<file path="src/hdl/adc_frame_loss_tracker_macros.svh">
// Assertion macros used by the asserting file of the frame loss tracker.
`ifndef ADC_FRAME_LOSS_TRACKER_MACROS_SVH
`define ADC_FRAME_LOSS_TRACKER_MACROS_SVH

// Same-cycle implication, disabled while reset is asserted.
`define AFLT_ASSERT_NOW(label, clk, rst_n, ante, cons) \
    label: assert property (@(posedge clk) disable iff (!rst_n) (ante) |-> (cons)) \
        else $error("assertion failed");

// Next-cycle implication, disabled while reset is asserted.
`define AFLT_ASSERT_NEXT(label, clk, rst_n, ante, cons) \
    label: assert property (@(posedge clk) disable iff (!rst_n) (ante) |=> (cons)) \
        else $error("assertion failed");

`endif

</file>
<file path="src/hdl/aflt_ram.sv">
module aflt_ram #(
    parameter int WIDTH  = 8,
    parameter int DEPTH  = 16,
    parameter int ADDR_W = $clog2(DEPTH)
) (
    input  logic              i_clk,
    input  logic              i_we,
    input  logic [ADDR_W-1:0] i_waddr,
    input  logic [WIDTH-1:0]  i_wdata,
    input  logic [ADDR_W-1:0] i_raddr,
    output logic [WIDTH-1:0]  o_rdata
);

    logic [WIDTH-1:0] r_mem [DEPTH];

    always_ff @(posedge i_clk) begin
        if (i_we) begin
            r_mem[i_waddr] <= i_wdata;
        end
        o_rdata <= r_mem[i_raddr];
    end

endmodule
</file>
<file path="config.mk">
export PLATFORM = sky130hd
export DESIGN_NAME = aflt_ram
export DESIGN_NICKNAME = d
export VERILOG_FILES = /design/src/hdl/adc_frame_loss_tracker_macros.svh /design/src/hdl/aflt_ram.sv
export SDC_FILE = /design/constraint.sdc
export NUM_CORES = 1
export LEC_CHECK = 0
export ABC_AREA = 0
export BUFFER_PORTS_ARGS = -buffer_cell sky130_fd_sc_hd__buf_4
export CORE_MARGIN = 3
export CORE_UTILIZATION = 60
export DETAILED_ROUTE_END_ITERATION = 8
export PLACE_DENSITY = 0.78
export SLEW_MARGIN = 20
export SYNTH_ARGS = -nofsm -noshare
export SYNTH_HDL_FRONTEND = slang
export SYNTH_SLANG_ARGS = --single-unit
</file>
<file path="constraint.sdc">
create_clock -name i_clk -period 2.4 [get_ports i_clk]
set_input_delay 0.48 -clock i_clk [delete_from_list [all_inputs] [get_ports i_clk]]
set_output_delay 0.48 -clock i_clk [all_outputs]
set_load 0.1 [all_outputs]
</file>
==> results.py <==
metrics = {
    "outcome": {
        "run_status": "completed",
    },
    "sta": {
        "worst_slew_pin_slew_ns": 0.747,
        "timing_hold_violations_final": 0,
        "timing_max_transition_violations_final": 0,
        "layout_skew_ns": 0.00642,
        "minimum_clock_period_ns": 1.66,
        "max-slew-margin-rel_pct": 50.1,
        "fmax_ghz": 0.601,
        "fin_setup_tns_ns": 0,
        "finalHoldWorstSlack_ns": 0.276,
        "min_period_over_period_pct": 69.3,
        "rsz0062_at_grt": "false",
        "final-setup-viol-count": 0,
    },
    "synthesis": {
        "yosys-top-cells-count": "edfxtp_1, mux4_2, a22oi_1, mux4_1, nor2_1",
        "post_synth_num_cell_types": 19,
        "leading_cell_type_by_number_of_instances_after_synthesis": "edfxtp_1",
        "postSynthNetCount": 247,
        "ys_warn_count": 0,
        "synth-async-reset-ratio_pct": 0,
        "syn_inst": 229,
        "netlist_top_cells_area": "edfxtp_1, mux4_2, mux4_1, dfxtp_1, a22oi_1",
        "count_of_flip_flops_with_a_built_in_enable_after_synthesis": 128,
        "dominantRegCellSynth": "edfxtp_1",
        "synth_top_area_share_pct": 74.7,
        "netlist.top_cell.by_area": "edfxtp_1",
        "netlist_area_mm2": 0.00515,
        "flip_flop_and_latch_count_after_synthesis": 136,
        "syn_avg_cell_area_um2": 22.5,
        "synth.yosys.seq_area_share_pct": 77.8,
    },
    "pwr": {
        "power_report.internal_total_w": 0.00434,
        "peakVddDrop_uv": 738,
        "power.switching_fraction_pct": 21.3,
        "cellPowerDensity_mw_per_mm2": 905,
        "power_frac_clock_pct": 44.8,
        "total_leakage_power_nw": 2.09,
        "p_sw_w": 0.00118,
        "comb_power_share_pct": 6.7,
        "share_seq_of_total_power_pct": 48.5,
        "power.total_w": 0.00552,
    },
    "placed_design": {
        "io_buffers": 25,
        "placed_wire_length_estimate_um": 5800,
        "dpl.cell_count": 367,
        "place.gp.congestion": 0.805,
    },
    "grt": {
        "gr-usage-all-layers_pct": 22.4,
        "groute.layer.met1.usage_pct": 30.8,
        "grt_overflow": 0,
        "number_of_global_route_vias_before_repair": 2561,
        "gr-usage-met3_pct": 7.29,
        "grt_antenna_before_repair": 0,
        "gr-usage-met2_pct": 35.3,
        "maximum_number_of_pins_on_one_net_before_global_route_repair": 33,
        "busiest_layer": "met2",
        "grt_pass1_wl_um": 15200,
    },
    "route": {
        "first_pass_iters": 5,
        "route.detailed.drc": 0,
        "drt_iter0_markers": 230,
        "routed_wl_um": 9880,
        "num_vias": 2461,
        "vias_per_cell": 6.17,
        "ant_nets": 0,
        "avgRoutedWirePerCell_um": 24.7,
    },
    "worst_setup_path": {
        "timing.critical_path.max_delay_family": "flip-flops",
        "worstRegToRegCells": 3,
        "worst_r2r_endpoint": "o_rdata[5]$_DFF_P_",
        "r2r_start": "r_mem[9][5]$_DFFE_PP_",
        "cp_slowest_stage_delay_ns": 0.36,
        "cp_slowest_cell": "dfxtp_1",
        "setup.worst_path.start_class": "flip-flop",
        "critical_path_depth": 1,
        "timing.critical_path.cells": "buf_4",
        "cp-end-kind": "primary output",
        "reg2reg_slack_ns": 0.98,
        "cp_num_buf_inv": 1,
        "largest_fanout_on_the_critical_path": 1,
        "class_of_the_most_critical_setup_path": "flip-flop to primary output",
        "crit_required_ns": 1.92,
        "worstPathArrival_ns": 1.18,
    },
    "floorplanning": {
        "die_w_um": 98.6,
        "floorplan.die.height_um": 98.6,
        "number_of_i_o_pins": 26,
        "die_area_mm2": 0.00973,
        "initial_core_utilization_pct": 62.3,
        "rows": 33,
        "floorplan.core_area_mm2": 0.00826,
    },
    "cts": {
        "clockBufferDepth": 2,
        "cts_resized": 0,
        "htree_num_levels": 4,
        "clock_network_latency_to_the_later_pin_of_the_worst_skew_pair_ns": 0.51,
        "cts.sink_count": 136,
        "clock_root_buffer": "clkbuf_8",
        "cts_inserted_buffers": 17,
        "cts_tree": "built",
        "cts_hold_buf": 0,
        "post_cts.repair.setup_buffers": 0,
        "worst_setup_hold_path_clk_slew_ns": 0.06,
    },
    "hold_path": {
        "min_path_cells": 1,
        "hold_path_end": "r_mem[7][3]$_DFFE_PP_",
        "worstHoldStart": "i_wdata[3]",
        "worst_min_delay_path_class": "input pin to flip-flop",
    },
    "finish": {
        "syn_to_final_growth_pct": 18.5,
        "layout.area.seq_mm2": 0.00400,
        "finalNetCount": 299,
        "fillCellCount": 488,
        "num_antenna_cells": 0,
        "multi_input_comb_area_mm2": 0.00106,
        "layout_cells_sized_above_1_pct": 30.6,
        "finalNonFillerCells": 399,
        "postLayoutCoreUtil_pct": 73.9,
    },
    "flow_run": {
        "maxCapViolations": 0,
    },
}
-- layer usage --
layer	wire length [um]	up-vias	share of wire, %
li1	-	1078	-
met1	3970	1261	40
met2	5080	110	51
met3	697	12	7.1
met4	130	0	1.3
met5	0	-	0
-- state kept, by name (all words and copies together), names as in the netlist --
register	flops
o_rdata	8
r_mem	128
-- power by group through the flow --
stage               Sequential [W]  Combinational (W)  Clock, W
global route               0.00268           0.000392   0.00262
finish                     0.00268           0.000370   0.00247
floorplan                  0.00283           0.000135         0
detailed placement         0.00272           0.000368         0
global placement           0.00272           0.000362         0
CTS                        0.00268           0.000372   0.00250
-- kinds of logic after synthesis --
group	Yosys count	synth area share, %
buf+inv	10	1.68
compound gates	16	2.33
flops	136	77.8
simple gates	35	3.18
mux	32	15.0
-- final cells by class --
class,instances,area share [%]
clock inverter,14,2.56
multi-input combinational,83,17.3
clock buffer,18,6.85
sequential,136,65.6
tap,105,2.15
timing repair buffer,43,5.50
-- cells in the final DEF (no fill, tap or decap), types with 3 or more instances in the layout --
cell,instances
nor2_1,13
a22oi_1,16
clkinv_2,3
edfxtp_1,128
clkinvlp_4,3
clkbuf_16,16
bufinv_16,3
clkinv_1,3
buf_4,42
dfxtp_1,8
mux4_2,18
nand2_1,9
mux4_1,14
nor3_1,4
-- per-stage QoR --
| stage | cell area, um^2 | setup WS, ns |
|---|---|---|
| 2_1_floorplan | 5150 | 0.427 |
| 3_3_place_gp | 5530 | 0.474 |
| 3_5_place_dp | 5530 | 0.408 |
| 4_1_cts | 6100 | 0.718 |
| 5_1_grt | 6100 | 0.688 |
| 6_report | 6100 | 0.736 |
-- worst max path at each step --
| stage | from | slack, ns | end |
|---|---|---|---|
| after detailed placement | i_raddr[0] | 0.41 | o_rdata[5]$_DFF_P_ |
| after global routing | o_rdata[7]$_DFF_P_ | 0.69 | o_rdata[7] |
| after CTS | o_rdata[2]$_DFF_P_ | 0.72 | o_rdata[2] |
| after floorplan | i_waddr[2] | 0.43 | r_mem[0][0]$_DFFE_PP_ |
| after global placement | i_raddr[0] | 0.47 | o_rdata[5]$_DFF_P_ |
| final | o_rdata[2]$_DFF_P_ | 0.74 | o_rdata[2] |
Power figures use the tool's default switching activity.
